===== config.mk =====
export PLATFORM = sky130hd
export DESIGN_NAME = first_fit_extent_map_flat
export DESIGN_NICKNAME = d
export VERILOG_FILES = /design/src/rtl/core/ffem_pkg.sv /design/src/rtl/core/ffem_req_if.sv /design/src/rtl/core/ffem_rsp_if.sv /design/src/rtl/core/ffem_datapath.sv /design/src/rtl/core/ffem_ctrl.sv /design/src/rtl/core/first_fit_extent_map.sv /design/src/flat_wrapper.sv
export SDC_FILE = /design/constraint.sdc
export NUM_CORES = 2
export LEC_CHECK = 0
export BUFFER_PORTS_ARGS = -buffer_cell sky130_fd_sc_hd__buf_2
export CAP_MARGIN = 20
export CORE_MARGIN = 3
export CORE_UTILIZATION = 40
export DETAILED_ROUTE_END_ITERATION = 6
export GPL_TIMING_DRIVEN = 0
export SLEW_MARGIN = 20
export SYNTH_ARGS = -nofsm -noshare
export SYNTH_HDL_FRONTEND = slang
export SYNTH_SLANG_ARGS = --single-unit

===== constraint.sdc =====
create_clock -name clk -period 7.55 [get_ports clk]
set_input_delay 0.755 -clock clk [delete_from_list [all_inputs] [get_ports clk]]
set_output_delay 0.755 -clock clk [all_outputs]
set_load 0.1 [all_outputs]

===== src/rtl/core/ffem_pkg.sv =====
package ffem_pkg;

	// Fixed field widths of the channels
	localparam int ACT_W = 2;
	localparam int ID_W  = 16;
	localparam int AMT_W = 32;

	// Action codes
	localparam logic [ACT_W-1:0] ACT_WRITE  = 2'd0;
	localparam logic [ACT_W-1:0] ACT_DELETE = 2'd1;
	localparam logic [ACT_W-1:0] ACT_REFER  = 2'd2;
	localparam logic [ACT_W-1:0] ACT_NOP    = 2'd3;

	// Controller to datapath commands
	typedef struct packed {
		logic load;          // latch request, clear walk state
		logic ptr_zero;      // walk pointer to first entry
		logic ptr_top;       // walk pointer to entry count (downward walk)
		logic rd_up;         // read at pointer, advance
		logic rd_dn;         // read below pointer, step back
		logic plan_take;     // consume a whole free extent
		logic plan_split;    // record split point and remainder
		logic stop_here;     // claim limit at current entry
		logic stop_next;     // claim limit after current entry
		logic stop_end;      // claim limit at entry count
		logic wr_claim;      // mark current entry owned
		logic wr_shift;      // move current entry up by one
		logic wr_split_own;  // owned front part at split point
		logic wr_split_rest; // free remainder after split point
		logic wr_append;     // owned extent at end of table
		logic wr_free;       // mark current entry free
		logic cnt_inc;       // one more entry in table
		logic acc;           // add current length to running end
		logic set_hit;       // record owner of current entry
		logic set_ovf;       // record dropped write
		logic out_load;      // move result into output register
	} cmd_t;

	// Datapath to controller status
	typedef struct packed {
		logic [ACT_W-1:0] action;
		logic amt_zero;
		logic v_s1;
		logic free_s1;
		logic fits;
		logic exact;
		logic owner_match;
		logic ref_hit;
		logic below_count;
		logic below_stop;
		logic above_split;
		logic has_split;
		logic left_nz;
		logic full;
	} stat_t;

endpackage


===== src/rtl/core/ffem_req_if.sv =====
interface ffem_req_if;
	logic                         valid;
	logic                         ready;
	logic [ffem_pkg::ACT_W-1:0]   action;
	logic [ffem_pkg::ID_W-1:0]    file_id;
	logic [ffem_pkg::AMT_W-1:0]   amount;

	modport source (output valid, action, file_id, amount, input ready);
	modport sink (input valid, action, file_id, amount, output ready);
endinterface


===== src/rtl/core/ffem_rsp_if.sv =====
interface ffem_rsp_if;
	logic                         valid;
	logic                         ready;
	logic                         owner_found;
	logic [ffem_pkg::ID_W-1:0]    owner_id;
	logic                         overflow;

	modport source (output valid, owner_found, owner_id, overflow, input ready);
	modport sink (input valid, owner_found, owner_id, overflow, output ready);
endinterface


===== src/rtl/core/ffem_datapath.sv =====
module ffem_datapath #(
	parameter int MAX_EXTENTS = 64,
	parameter int ID_BITS     = 16
) (
	input  logic                          clk,
	input  logic                          arst_n,
	input  ffem_pkg::cmd_t                cmd,
	output ffem_pkg::stat_t               stat,
	input  logic [ffem_pkg::ACT_W-1:0]    in_action,
	input  logic [ffem_pkg::ID_W-1:0]     in_file_id,
	input  logic [ffem_pkg::AMT_W-1:0]    in_amount,
	output logic                          out_found,
	output logic [ffem_pkg::ID_W-1:0]     out_owner,
	output logic                          out_overflow
);

	localparam int IDXW = (MAX_EXTENTS > 1) ? $clog2(MAX_EXTENTS) : 1;
	localparam int CW   = $clog2(MAX_EXTENTS + 1);
	localparam int OW   = ffem_pkg::ID_W;
	localparam int IDW  = (ID_BITS < OW) ? ID_BITS : OW;
	localparam int LW   = ffem_pkg::AMT_W;
	localparam logic [CW-1:0] MAX_CNT = CW'(MAX_EXTENTS);

	typedef struct packed {
		logic [IDW-1:0] owner;
		logic           free;
		logic [LW-1:0]  len;
	} ent_t;

	ent_t mem [MAX_EXTENTS];

	logic [ffem_pkg::ACT_W-1:0] op_q;
	logic [IDW-1:0]  id_q;
	logic [LW-1:0]   amt_q;
	logic [LW-1:0]   left_q;
	logic [LW-1:0]   rest_q;
	logic [IDXW-1:0] split_q;
	logic            has_split_q;
	logic [CW-1:0]   stop_q;
	logic [LW:0]     end_q;
	logic [CW-1:0]   rd_ptr_q;
	logic [CW-1:0]   count_q;
	logic            v_s1;
	logic [IDXW-1:0] idx_s1;
	ent_t            ent_s1;
	logic            res_found_q;
	logic [OW-1:0]   res_owner_q;
	logic            res_ovf_q;
	logic            out_found_q;
	logic [OW-1:0]   out_owner_q;
	logic            out_ovf_q;

	logic            rd;
	logic [IDXW-1:0] rd_addr;
	logic            we;
	logic [IDXW-1:0] wa;
	ent_t            wd;
	logic [LW:0]     end_next;

	// Read address: upward walks read at the pointer, downward below it
	assign rd      = cmd.rd_up | cmd.rd_dn;
	assign rd_addr = cmd.rd_dn ? IDXW'(rd_ptr_q - CW'(1)) : IDXW'(rd_ptr_q);
	assign end_next = end_q + {1'b0, ent_s1.len};

	// Status toward the controller
	always_comb begin
		stat.action      = op_q;
		stat.amt_zero    = (amt_q == '0);
		stat.v_s1        = v_s1;
		stat.free_s1     = ent_s1.free;
		stat.fits        = (left_q >= ent_s1.len);
		stat.exact       = (left_q == ent_s1.len);
		stat.owner_match = (ent_s1.owner == id_q);
		stat.ref_hit     = (end_next > {1'b0, amt_q});
		stat.below_count = (rd_ptr_q < count_q);
		stat.below_stop  = (rd_ptr_q < stop_q);
		stat.above_split = (rd_ptr_q > CW'(split_q));
		stat.has_split   = has_split_q;
		stat.left_nz     = (left_q != '0);
		stat.full        = (count_q == MAX_CNT);
	end

	// Select the single table write of this cycle
	always_comb begin
		we = 1'b1;
		wa = idx_s1;
		wd = ent_s1;
		if (cmd.wr_claim) begin
			wd.owner = id_q;
			wd.free  = 1'b0;
		end else if (cmd.wr_shift) begin
			wa = IDXW'(idx_s1 + 1'b1);
		end else if (cmd.wr_split_own) begin
			wa = split_q;
			wd = '{owner: id_q, free: 1'b0, len: left_q};
		end else if (cmd.wr_split_rest) begin
			wa = IDXW'(split_q + 1'b1);
			wd = '{owner: '0, free: 1'b1, len: rest_q};
		end else if (cmd.wr_append) begin
			wa = IDXW'(count_q);
			wd = '{owner: id_q, free: 1'b0, len: left_q};
		end else if (cmd.wr_free) begin
			wd.owner = '0;
			wd.free  = 1'b1;
		end else begin
			we = 1'b0;
		end
	end

	// Extent table: one write port, one registered read port
	always_ff @(posedge clk) begin
		if (we) begin
			mem[wa] <= wd;
		end
		if (rd) begin
			ent_s1 <= mem[rd_addr];
			idx_s1 <= rd_addr;
		end
	end

	// Control state: entry count, read stage valid, walk pointer
	always_ff @(posedge clk or negedge arst_n) begin
		if (!arst_n) begin
			count_q  <= '0;
			v_s1     <= 1'b0;
			rd_ptr_q <= '0;
		end else begin
			v_s1 <= rd;
			if (cmd.cnt_inc) begin
				count_q <= count_q + CW'(1);
			end
			if (cmd.load || cmd.ptr_zero) begin
				rd_ptr_q <= '0;
			end else if (cmd.ptr_top) begin
				rd_ptr_q <= count_q;
			end else if (cmd.rd_up) begin
				rd_ptr_q <= rd_ptr_q + CW'(1);
			end else if (cmd.rd_dn) begin
				rd_ptr_q <= rd_ptr_q - CW'(1);
			end
		end
	end

	// Request, walk bookkeeping and result registers
	always_ff @(posedge clk) begin
		if (cmd.load) begin
			op_q        <= in_action;
			id_q        <= in_file_id[IDW-1:0];
			amt_q       <= in_amount;
			left_q      <= in_amount;
			has_split_q <= 1'b0;
			end_q       <= '0;
			res_found_q <= 1'b0;
			res_owner_q <= '0;
			res_ovf_q   <= 1'b0;
		end
		if (cmd.plan_take) begin
			left_q <= left_q - ent_s1.len;
		end
		if (cmd.plan_split) begin
			split_q     <= idx_s1;
			rest_q      <= ent_s1.len - left_q;
			has_split_q <= 1'b1;
		end
		if (cmd.stop_here) begin
			stop_q <= CW'(idx_s1);
		end else if (cmd.stop_next) begin
			stop_q <= CW'(idx_s1) + CW'(1);
		end else if (cmd.stop_end) begin
			stop_q <= count_q;
		end
		if (cmd.acc) begin
			end_q <= end_next;
		end
		if (cmd.set_hit) begin
			res_found_q <= ~ent_s1.free;
			res_owner_q <= ent_s1.free ? '0 : OW'(ent_s1.owner);
		end
		if (cmd.set_ovf) begin
			res_ovf_q <= 1'b1;
		end
		if (cmd.out_load) begin
			out_found_q <= res_found_q;
			out_owner_q <= res_owner_q;
			out_ovf_q   <= res_ovf_q;
		end
	end

	assign out_found    = out_found_q;
	assign out_owner    = out_owner_q;
	assign out_overflow = out_ovf_q;

	// Checks
	a_count_bound: assert property (@(posedge clk) disable iff (!arst_n)
		count_q <= MAX_CNT)
		else $error("extent count beyond table size");

	a_no_grow_full: assert property (@(posedge clk) disable iff (!arst_n)
		cmd.cnt_inc |-> count_q != MAX_CNT)
		else $error("table grown while full");

	a_one_write: assert property (@(posedge clk) disable iff (!arst_n)
		$onehot0({cmd.wr_claim, cmd.wr_shift, cmd.wr_split_own, cmd.wr_split_rest,
			cmd.wr_append, cmd.wr_free}))
		else $error("more than one table write in a cycle");

	a_dn_no_wrap: assert property (@(posedge clk) disable iff (!arst_n)
		cmd.rd_dn |-> rd_ptr_q != '0)
		else $error("downward walk below first entry");

endmodule


===== src/rtl/core/ffem_ctrl.sv =====
module ffem_ctrl (
	input  logic             clk,
	input  logic             arst_n,
	input  logic             in_valid,
	output logic             in_ready,
	output logic             out_valid,
	input  logic             out_ready,
	input  ffem_pkg::stat_t  stat,
	output ffem_pkg::cmd_t   cmd
);

	typedef enum logic [3:0] {
		IDLE,
		DISPATCH,
		PLAN,
		CHECK,
		CLAIM,
		SHIFT,
		SPLIT_OWN,
		SPLIT_REST,
		APPEND,
		DEL,
		REF,
		DONE
	} state_t;

	state_t state_q, state_d;
	logic   out_valid_q;

	// Next state and commands
	always_comb begin
		cmd      = '0;
		state_d  = state_q;
		in_ready = (state_q == IDLE);
		case (state_q)
			IDLE: begin
				if (in_valid) begin
					cmd.load = 1'b1;
					state_d  = DISPATCH;
				end
			end
			DISPATCH: begin
				case (stat.action)
					ffem_pkg::ACT_WRITE:  state_d = stat.amt_zero ? DONE : PLAN;
					ffem_pkg::ACT_DELETE: state_d = DEL;
					ffem_pkg::ACT_REFER:  state_d = REF;
					default:              state_d = DONE;
				endcase
			end
			// Walk free extents to find where the request ends
			PLAN: begin
				cmd.rd_up = stat.below_count;
				if (stat.v_s1 && stat.free_s1) begin
					if (stat.fits) begin
						cmd.plan_take = 1'b1;
						if (stat.exact) begin
							cmd.stop_next = 1'b1;
							state_d       = CHECK;
						end
					end else begin
						cmd.plan_split = 1'b1;
						cmd.stop_here  = 1'b1;
						state_d        = CHECK;
					end
				end else if (!stat.v_s1 && !stat.below_count) begin
					cmd.stop_end = 1'b1;
					state_d      = CHECK;
				end
			end
			// Drop the write when it needs a new entry and the table is full
			CHECK: begin
				if ((stat.has_split || stat.left_nz) && stat.full) begin
					cmd.set_ovf = 1'b1;
					state_d     = DONE;
				end else begin
					cmd.ptr_zero = 1'b1;
					state_d      = CLAIM;
				end
			end
			// Claim whole free extents below the limit
			CLAIM: begin
				cmd.rd_up = stat.below_stop;
				if (stat.v_s1 && stat.free_s1) begin
					cmd.wr_claim = 1'b1;
				end
				if (!stat.v_s1 && !stat.below_stop) begin
					if (stat.has_split) begin
						cmd.ptr_top = 1'b1;
						state_d     = SHIFT;
					end else if (stat.left_nz) begin
						state_d = APPEND;
					end else begin
						state_d = DONE;
					end
				end
			end
			// Move entries from the top down to open a slot after the split
			SHIFT: begin
				cmd.rd_dn = stat.above_split;
				if (stat.v_s1) begin
					cmd.wr_shift = 1'b1;
				end else if (!stat.above_split) begin
					state_d = SPLIT_OWN;
				end
			end
			SPLIT_OWN: begin
				cmd.wr_split_own = 1'b1;
				state_d          = SPLIT_REST;
			end
			SPLIT_REST: begin
				cmd.wr_split_rest = 1'b1;
				cmd.cnt_inc       = 1'b1;
				state_d           = DONE;
			end
			APPEND: begin
				cmd.wr_append = 1'b1;
				cmd.cnt_inc   = 1'b1;
				state_d       = DONE;
			end
			// Free every extent of the id
			DEL: begin
				cmd.rd_up = stat.below_count;
				if (stat.v_s1 && !stat.free_s1 && stat.owner_match) begin
					cmd.wr_free = 1'b1;
				end
				if (!stat.v_s1 && !stat.below_count) begin
					state_d = DONE;
				end
			end
			// Add lengths until the sector index is passed
			REF: begin
				cmd.rd_up = stat.below_count;
				if (stat.v_s1) begin
					cmd.acc = 1'b1;
					if (stat.ref_hit) begin
						cmd.set_hit = 1'b1;
						state_d     = DONE;
					end
				end else if (!stat.below_count) begin
					state_d = DONE;
				end
			end
			// Hold the result until the output register is free
			DONE: begin
				if (!out_valid_q || out_ready) begin
					cmd.out_load = 1'b1;
					state_d      = IDLE;
				end
			end
			default: state_d = IDLE;
		endcase
	end

	// State and output valid
	always_ff @(posedge clk or negedge arst_n) begin
		if (!arst_n) begin
			state_q     <= IDLE;
			out_valid_q <= 1'b0;
		end else begin
			state_q <= state_d;
			if (cmd.out_load) begin
				out_valid_q <= 1'b1;
			end else if (out_ready) begin
				out_valid_q <= 1'b0;
			end
		end
	end

	assign out_valid = out_valid_q;

	// Checks
	a_load_idle: assert property (@(posedge clk) disable iff (!arst_n)
		cmd.load |=> state_q == DISPATCH)
		else $error("accepted request not dispatched");

	a_hold_result: assert property (@(posedge clk) disable iff (!arst_n)
		(out_valid_q && !out_ready) |-> !cmd.out_load)
		else $error("stalled result overwritten");

	a_grow_end: assert property (@(posedge clk) disable iff (!arst_n)
		cmd.cnt_inc |=> state_q == DONE)
		else $error("table grown outside write completion");

endmodule


===== src/rtl/core/first_fit_extent_map.sv =====
// First-fit extent map.
// req (sink): action, file_id, amount. A write (action 0) claims amount sectors
// from free extents in table order, splitting the last one and appending what
// is left; delete (1) frees every extent of file_id; reference (2) reports the
// owner of sector index amount. Action 3 does nothing.
// rsp (source): one result per request: owner_found, owner_id, overflow.
// req.ready is high only while no request is in work; a result sits in an
// output register, so the next request is taken while it waits.
// Reference and delete walk the table at most once; a write walks it once to
// plan, once to claim and, for a split, once more downward from the top to the
// split point to open a slot; a dropped write stops after the plan walk.
// Each walk reads one extent table entry per cycle. A new request is taken
// only once the previous one is finished.
// Reset empties the table; no clearing pass is needed.
// When rsp.ready stays low the finished result holds and the block stalls
// before delivering the next one.
module first_fit_extent_map #(
	parameter int MAX_EXTENTS = 64,
	parameter int ID_BITS     = 16
) (
	input  logic        clk,
	input  logic        arst_n,
	ffem_req_if.sink    req,
	ffem_rsp_if.source  rsp
);

	ffem_pkg::cmd_t  cmd;
	ffem_pkg::stat_t stat;

	ffem_ctrl u_ctrl (
		.clk       (clk),
		.arst_n    (arst_n),
		.in_valid  (req.valid),
		.in_ready  (req.ready),
		.out_valid (rsp.valid),
		.out_ready (rsp.ready),
		.stat      (stat),
		.cmd       (cmd)
	);

	ffem_datapath #(
		.MAX_EXTENTS (MAX_EXTENTS),
		.ID_BITS     (ID_BITS)
	) u_datapath (
		.clk          (clk),
		.arst_n       (arst_n),
		.cmd          (cmd),
		.stat         (stat),
		.in_action    (req.action),
		.in_file_id   (req.file_id),
		.in_amount    (req.amount),
		.out_found    (rsp.owner_found),
		.out_owner    (rsp.owner_id),
		.out_overflow (rsp.overflow)
	);

endmodule


===== src/flat_wrapper.sv =====
// flat-port wrapper written by rule: the top's interface ports become plain ports
module first_fit_extent_map_flat 
#(
	parameter int MAX_EXTENTS = 64,
	parameter int ID_BITS     = 16
)
  (clk, arst_n, req_valid, req_action, req_file_id, req_amount, req_ready, rsp_valid, rsp_owner_found, rsp_owner_id, rsp_overflow, rsp_ready);
  ffem_req_if req_i ();
  ffem_rsp_if rsp_i ();
  input  logic clk;
  input  logic arst_n;
  input wire logic [$bits(req_i.valid)-1:0] req_valid;
  input wire logic [$bits(req_i.action)-1:0] req_action;
  input wire logic [$bits(req_i.file_id)-1:0] req_file_id;
  input wire logic [$bits(req_i.amount)-1:0] req_amount;
  output wire logic [$bits(req_i.ready)-1:0] req_ready;
  output wire logic [$bits(rsp_i.valid)-1:0] rsp_valid;
  output wire logic [$bits(rsp_i.owner_found)-1:0] rsp_owner_found;
  output wire logic [$bits(rsp_i.owner_id)-1:0] rsp_owner_id;
  output wire logic [$bits(rsp_i.overflow)-1:0] rsp_overflow;
  input wire logic [$bits(rsp_i.ready)-1:0] rsp_ready;
  assign req_i.valid = req_valid;
  assign req_i.action = req_action;
  assign req_i.file_id = req_file_id;
  assign req_i.amount = req_amount;
  assign req_ready = req_i.ready;
  assign rsp_valid = rsp_i.valid;
  assign rsp_owner_found = rsp_i.owner_found;
  assign rsp_owner_id = rsp_i.owner_id;
  assign rsp_overflow = rsp_i.overflow;
  assign rsp_i.ready = rsp_ready;
  first_fit_extent_map #(.MAX_EXTENTS(MAX_EXTENTS), .ID_BITS(ID_BITS)) u_core (.clk(clk), .arst_n(arst_n), .req(req_i), .rsp(rsp_i));
endmodule

### Yosys cells after proc, flatten, opt, wreduce, memory -nomap -nowiden

Memory sizes are Yosys's and may differ from the RTL's. A register that Yosys moved wholly into a read port is not among the register bits.
Cells that the tools add are included.

* bits in registers: 223
* bits in writable memories: 3136
* input bits: 54
* output and inout bits: 20
* memories: 1

* add/subtract/negate cells: 9
* order comparisons: 5
* equality and inequality tests: 26
* mux-type cells: 93
* bitwise operators: 2
* reductions and logical operators: 28

Memories
* u_core.u_datapath.mem: words 64, bits a word 49, rd ports 1, clocked after Yosys merged registers in 1, write ports 1, RTL line ffem_datapath.sv:30 `ent_t mem [MAX_EXTENTS];`

Operators with widths (count)
* two-way mux 49 bit: 3
* two-way mux 32 bit: 4
* two-way mux 4 bit: 17
* two-way mux 33 bit: 2
* subtractor 32 bit: 2
* two-way mux 17 bit: 3
* two-way mux 16 bit: 3
* one-hot mux 4 bit (11 select lines): 1
* two-way mux 6 bit: 7
* two-way mux 7 bit: 6
* two-way mux 1 bit: 40
* adder 33 x 32 -> 33 bit: 1
* > comparator 33 x 32 -> 1 bit: 1
* == test 32 bit: 1
* >= comparator 32 bit: 1
* zero test 32 bit: 1
* nonzero test 32 bit: 1
* == test 16 bit: 1
* == test 4 x 3 -> 1 bit (second input constant): 4
* == test 4 bit (second input constant): 4
* adder 7 x 1 -> 7 bit (second input constant): 2
* less-than comparator 7 bit: 2
* adder 6 x 1 -> 6 bit (second input constant): 2
* != test 2 bit (second input constant): 6
* other kinds (28): 48

### Longest topological paths before layout

* depth after elaboration: 13
* depth in mapped cells: 23
* mapped depth without buffers: 21

### By module

Synthesis repeated with hierarchy kept, for this count alone.

* cells, all modules: 6598
* area total of the unflattened synthesis: 137455.6 um2

By module, submodules not included
* ffem_datapath: instances 1, cells each 6489, area an instance 136673.6 um2
* ffem_ctrl: instances 1, cells each 109, area an instance 782.0 um2

### Worst setup path after synthesis

No wires, ideal clock.

* kind: flip-flop to flip-flop
* from: register u_core.u_ctrl.state_q[3]
* to: register u_core.u_datapath.amt_q[0], enable pin
* data arrival time: 5369 ps
* required time: 7145 ps
* setup slack: 1776 ps
* stages on the path, launching flop included: 6
* path buffers: 2
* cells stage by stage: dfrtp_1 > buf_4 > clkbuf_1 > nor4_1 > nand2_1 > inv_1

RTL lines
* from (decl): RTL line ffem_ctrl.sv:27 `state_t state_q, state_d;`
* from (signal assigned): RTL line ffem_ctrl.sv:160 `state_q <= state_d;`
* to (signal assigned): RTL line ffem_datapath.sv:149 `amt_q <= in_amount;`
* to (decl): RTL line ffem_datapath.sv:34 `logic [LW-1:0] amt_q;`

### Worst setup path in the final report

* from: register u_core.u_datapath.rd_ptr_q[0]
* to: register u_core.u_datapath.ent_s1[30] (netlist name)

* word-level cells in the longest chain between the ends: 3
* elaborated cells between the ends (all ways): 8
* those cells by class: 1 x add/sub; 3 x order compare; 3 x mux; 1 x bitwise

Ends and longest elaborated chain
* from (decl): RTL line ffem_datapath.sv:41 `logic [CW-1:0] rd_ptr_q;`
* from (signal assigned): RTL line ffem_datapath.sv:135 `rd_ptr_q <= count_q;`
* from (signal assigned): RTL line ffem_datapath.sv:137 `rd_ptr_q <= rd_ptr_q + CW'(1);`
* from (signal assigned): RTL line ffem_datapath.sv:139 `rd_ptr_q <= rd_ptr_q - CW'(1);`
* less-than comparator 7 bit, or another cell as far along: RTL line ffem_datapath.sv:75 `stat.below_count = (rd_ptr_q < count_q);`
* one-hot mux 1 bit (2 select lines) or two-way mux 1 bit (tied branches): RTL line ffem_ctrl.sv:35 `case (state_q)`
* bitwise OR 1 bit or two-way mux 6 bit (tied branches): RTL line ffem_datapath.sv:61, ffem_datapath.sv:62

Several ways; a longest one is shown, not always the timed one.
A chain may end at the register's enable or synchronous reset.

==> flow_summary_export.csv <==
group,metric,value,unit
setup_path,arrival,8790,ps
logic_synthesis,synth-edff-count,3385,
grt,grt_antenna_before_repair,101,
pwr,worst_ir_drop_vdd,509,uV
sta,clock.fmax,123,MHz
setup_path,crit_path_frequent_cell,"sky130_fd_sc_hd__buf_2",
clock_network,clkSinkCount,3408,
sta,clock-skew-final,55.6,ps
pwr,power_density,457,mW/mm^2
run_status,violations,"DRC, capacitance limit, slew limit, setup timing",
logic_synthesis,synth.net_count,13400,
floorplan,die_h,662,microns
drt,first_iter_violations,21300,
pwr,seq_power_share,28.8,%
clock_network,cts.root.buffer_cell,"sky130_fd_sc_hd__clkbuf_16",
setup_path,ff2ff_setup_slack,-580,ps
sta,post-route-min-period,8130,ps
setup_path,cell_count_along_the_critical_path,17,
clock_network,clk_pin_slew_worst_paths,60,ps
drt,routed-via-count,133000,
clock_network,clk_lat_worst_skew,1000,ps
pwr,p_int,50.3,mW
run_status,run_status,"finished with violations",
logic_synthesis,ys_seq_elements,3408,
floorplan,floorplan.io_pins,74,
grt,overflow,0,
pwr,leakagePower,70.6,nW
sta,layout_setup_ws,-576,ps
hold_path,worstHoldPathType,"in -> reg",
flow_run,maxCapViolations,1,
grt,grt_start_max_net_pins,65,
setup_path,crit_path_start_kind,"flip-flop",
sta,layout_worst_path_cycle_share,108,%
setup_path,cp.required,8220,ps
sta,worstMarginPinSlew,1530,ps
logic_synthesis,ys_warn_count,0,
floorplan,start_util,40.2,%
floorplan,design.die.area,0.438,sq mm
setup_path,critical_path_class,"reg -> reg",
pwr,switching_power,42.4,mW
drt,vias_per_cell,6.60,
pwr,netSwitchingFraction,45.7,%
floorplan,core-area,0.428,sq mm
cells_and_area,drive_above_1_share,13.7,%
setup_path,cp.buffers_inverters,9,
place,dp_hpwl,579000,microns
setup_path,critical_path.max_stage_delay,1350,ps
pwr,share_clk_of_total_power,20.6,%
drt,avgRoutedWirePerCell,38.3,microns
setup_path,type_of_element_capturing_the_critical_path,"flip-flop",
sta,report.final.slew_viol_count,3,
place,buffer_ports.inserted,73,
setup_path,critical_path.slowest_cell,"sky130_fd_sc_hd__o311ai_0",
pwr,share_comb_of_total_power,50.6,%
clock_network,clock_path_buffers,4,
setup_path,reg2reg_from,"u_core.u_datapath.rd_ptr_q[0]",
cells_and_area,syn_to_final_growth,17.9,%
floorplan,floorplan.rows,240,
hold_path,min_delay_worst_endpoint,"u_core.u_ctrl.out_valid",
floorplan,fp.dieW,662,microns
logic_synthesis,share_of_flip_flops_with_an_asynchronous_set_or_reset_after_synthesis,0.587,%
logic_synthesis,distinct_cell_type_count_of_the_synthesized_netlist,94,
logic_synthesis,yosys_most_used_dff,"sky130_fd_sc_hd__edfxtp_1",
pwr,p_total,92.7,mW
setup_path,critical-path-top-delay-family,"buffers and inverters",
drt,drt_pass1_iterations,7,
sta,slew_headroom,-3.15,%
clock_network,cts_tree,"done",
cells_and_area,nNetsFinal,14300,
setup_path,worst_r2r_endpoint,"u_core.u_datapath.ent_s1[30]",
grt,via_count_of_the_first_global_routing_pass,126000,
hold_path,worst_hold_depth,3,
place,detailed_place.area,0.189,sq mm
cells_and_area,fillCellCount,37700,
logic_synthesis,post_synth_inst_count,13200,
sta,setup_viol,41,
hold_path,hold_path.startpoint,"rsp_ready",
setup_path,critical_path_peak_fanout,11,
drt,drc_errors,29,
sta,hold_viol_final,0,
place,finalWeightedCongestion,1.16,
grt,grt_util_all_layers,34.2,%
cells_and_area,finalInstanceArea,0.203,sq mm
clock_network,tritoncts.num_buffers,379,
logic_synthesis,syn_area_per_cell,13.1,sq um
setup_path,worstPathCellList,"clkbuf_2 > clkinvlp_4 > buf_4 > clkbuf_2 > ha_1 > nand3b_1 > a21oi_2 > o211ai_4 > xor2_4 > buf_12 > buf_2 > buf_2 > buf_2 > buf_2 > o311ai_0 > o311ai_0 > nor4bb_4",
logic_synthesis,syn_area,0.172,sq mm
drt,route.antenna.remaining_nets,0,
drt,route.final.wire_length,771000,microns
setup_path,r2r_cells,17,
grt,grt_pass1_wl,1030000,microns
clock_network,cts_max_level,5,
place,place_ws,-1930,ps
logic_synthesis,seq_area_frac_synth,59.4,%
## sequential cells by signal (all words and copies together) (netlist names), 4 cells and up
register                       cells
u_core.u_datapath.end_q           33
u_core.u_datapath.id_q            16
u_core.u_datapath.split_q          6
u_core.u_datapath.stop_q           7
u_core.u_datapath.amt_q           32
u_core.u_datapath.count_q          7
u_core.u_datapath.rd_ptr_q         7
u_core.u_datapath.idx_s1           6
u_core.u_datapath.rest_q          32
u_core.u_datapath.ent_s1          48
u_core.u_datapath.res_owner_q     16
u_core.u_datapath.left_q          32
u_core.u_datapath.out_owner       16
u_core.u_ctrl.state_q              4
u_core.u_datapath.mem           3136
## worst reg2reg max path: cells and delay by family, from the launching register on
kind | cells | cell delay [ps]
buffers and inverters | 9 | 3050
AOI/OAI and AO/OA | 4 | 2670
and+or+nand+nor | 2 | 1100
DFF | 1 | 420
adders and majority gates | 1 | 380
xor gates and xnor gates | 1 | 200
## repair_timing
item,in CTS,in global routing
endpoints found under the hold margin,70,0
pin swaps,1,2
buffers inserted,2,1
hold buffers,51,0
gates resized for setup,98,139
endpoints found under the setup margin,103,61
## through the flow
| stage | setup TNS [ps] | cells | hold slack [ps] | utilization [%] |
|---|---|---|---|---|
| finish | -10960 | 20100 | 186 | 47.4 |
| global route | -1.22 | 20100 | 176 | 47.4 |
| CTS | 0 | 20100 | 130 | 47.3 |
| detailed placement | -62820 | 19300 | 409 | 44.2 |
| global placement | -8636860 | 18900 | 406 | 42.0 |
| floorplan | 0 | 13200 | 400 | - |
## routing by layer
metal / vias up / share of wire [%] / track usage (%)
li1: 53800 / - / -
met1: 67500 / 38 / 44.2
met2: 9616 / 41 / 49.3
met3: 1936 / 14 / 12.6
met4: 58 / 6.7 / 19.2
met5: - / 0.11 / 0.329
## layout make-up
cell class / instances / area, sq um / area share [%]
buffer: 1091 / 4870 / 2.40
multi-input combinational: 8498 / 66600 / 32.8
tap: 5687 / 7120 / 3.51
antenna: 46 / 115 / 0.0567
inverter: 167 / 638 / 0.314
sequential: 3408 / 102000 / 50.4
clock buffer: 443 / 9870 / 4.87
clock inverter: 256 / 2670 / 1.32
timing repair buffer: 526 / 8850 / 4.36
## cell families (layout without fill, tap and decap cells)
kind of cell / after synthesis / count (layout) / synth area share, %
flops: 3408 / 3408 / 59.4
other cells: 0 / 46 / 0
xor+xnor: 117 / 117 / 0.606
compound gates: 3465 / 3465 / 14.0
buf+inv: 1263 / 2483 / 2.98
mux: 2265 / 2265 / 14.5
fa+ha+maj: 157 / 157 / 1.15
simple gates: 2494 / 2494 / 7.41
## cells in the final DEF, fill, tap and decap left out, types with 149 or more instances in the layout
cell / count
sky130_fd_sc_hd__mux2i_1: 2073
sky130_fd_sc_hd__nand2_1: 859
sky130_fd_sc_hd__a311oi_1: 275
sky130_fd_sc_hd__clkbuf_2: 149
sky130_fd_sc_hd__clkbuf_16: 385
sky130_fd_sc_hd__a21oi_1: 872
sky130_fd_sc_hd__ha_1: 153
sky130_fd_sc_hd__clkbuf_1: 599
sky130_fd_sc_hd__a211oi_1: 1690
sky130_fd_sc_hd__nor2_1: 153
sky130_fd_sc_hd__nor2b_1: 1004
sky130_fd_sc_hd__mux4_2: 177
sky130_fd_sc_hd__buf_2: 287
sky130_fd_sc_hd__edfxtp_1: 3385
sky130_fd_sc_hd__buf_12: 174
sky130_fd_sc_hd__inv_1: 160
## synth_stat cells (11+ instances only)
cell type | n | share of area (%)
sky130_fd_sc_hd__edfxtp_1 | 3385 | 59
sky130_fd_sc_hd__mux2i_1 | 2073 | 12
sky130_fd_sc_hd__a211oi_1 | 1784 | 7.8
sky130_fd_sc_hd__nor2b_1 | 1004 | 3.7
sky130_fd_sc_hd__a21oi_1 | 873 | 2.5
sky130_fd_sc_hd__nand2_1 | 863 | 1.9
sky130_fd_sc_hd__clkbuf_1 | 697 | 1.5
sky130_fd_sc_hd__a311oi_1 | 275 | 1.4
sky130_fd_sc_hd__nor2_1 | 249 | 0.54
sky130_fd_sc_hd__buf_2 | 211 | 0.61
sky130_fd_sc_hd__mux4_2 | 177 | 2.3
sky130_fd_sc_hd__inv_1 | 164 | 0.36
sky130_fd_sc_hd__buf_1 | 161 | 0.35
sky130_fd_sc_hd__ha_1 | 154 | 1.1
sky130_fd_sc_hd__o21ai_0 | 118 | 0.34
sky130_fd_sc_hd__nand3_1 | 98 | 0.29
sky130_fd_sc_hd__xnor2_1 | 79 | 0.40
sky130_fd_sc_hd__nor4_1 | 68 | 0.25
sky130_fd_sc_hd__a31oi_1 | 61 | 0.22
sky130_fd_sc_hd__a21o_1 | 58 | 0.25
sky130_fd_sc_hd__o22ai_1 | 50 | 0.18
sky130_fd_sc_hd__nor3_1 | 48 | 0.14
sky130_fd_sc_hd__and2_1 | 39 | 0.14
sky130_fd_sc_hd__xor2_1 | 37 | 0.19
sky130_fd_sc_hd__nand4_1 | 33 | 0.12
sky130_fd_sc_hd__a311o_1 | 32 | 0.19
sky130_fd_sc_hd__o211ai_1 | 24 | 0.10
sky130_fd_sc_hd__a22o_1 | 22 | 0.11
sky130_fd_sc_hd__and3_1 | 21 | 0.076
sky130_fd_sc_hd__buf_4 | 21 | 0.092
sky130_fd_sc_hd__dfrtp_1 | 20 | 0.29
sky130_fd_sc_hd__nand2b_1 | 18 | 0.065
sky130_fd_sc_hd__o21bai_1 | 18 | 0.079
sky130_fd_sc_hd__o31ai_1 | 16 | 0.070
sky130_fd_sc_hd__mux2_2 | 15 | 0.098
sky130_fd_sc_hd__a22oi_1 | 13 | 0.057
sky130_fd_sc_hd__a221oi_1 | 11 | 0.056
## how the worst max path moves through the flow
stage | startpoint | endpoint | slack, ps
finish | u_core.u_datapath.rd_ptr_q[0] | u_core.u_datapath.ent_s1[30] | -580
global route | u_core.u_datapath.rd_ptr_q[0] | u_core.u_datapath.ent_s1[22] | -1
CTS | u_core.u_datapath.rd_ptr_q[1] | u_core.u_datapath.ent_s1[8] | 10
detailed placement | u_core.u_datapath.rd_ptr_q[0] | u_core.u_datapath.ent_s1[1] | -1930
global placement | u_core.u_ctrl.state_q[0] | u_core.u_datapath.mem[28][32] | -5090
floorplan | u_core.u_ctrl.state_q[3] | u_core.u_datapath.amt_q[0] | 1780
## power groups by stage
stage               combinational (mW)  sequential [mW]  clock, mW
floorplan                         22.2             27.1          0
global placement                  40.6             28.1          0
detailed placement                44.4             27.0          0
CTS                               44.7             26.6       19.1
global route                      47.3             26.7       19.9
finish                            46.9             26.7       19.1
Note: power is estimated with default switching activity, not from simulation.
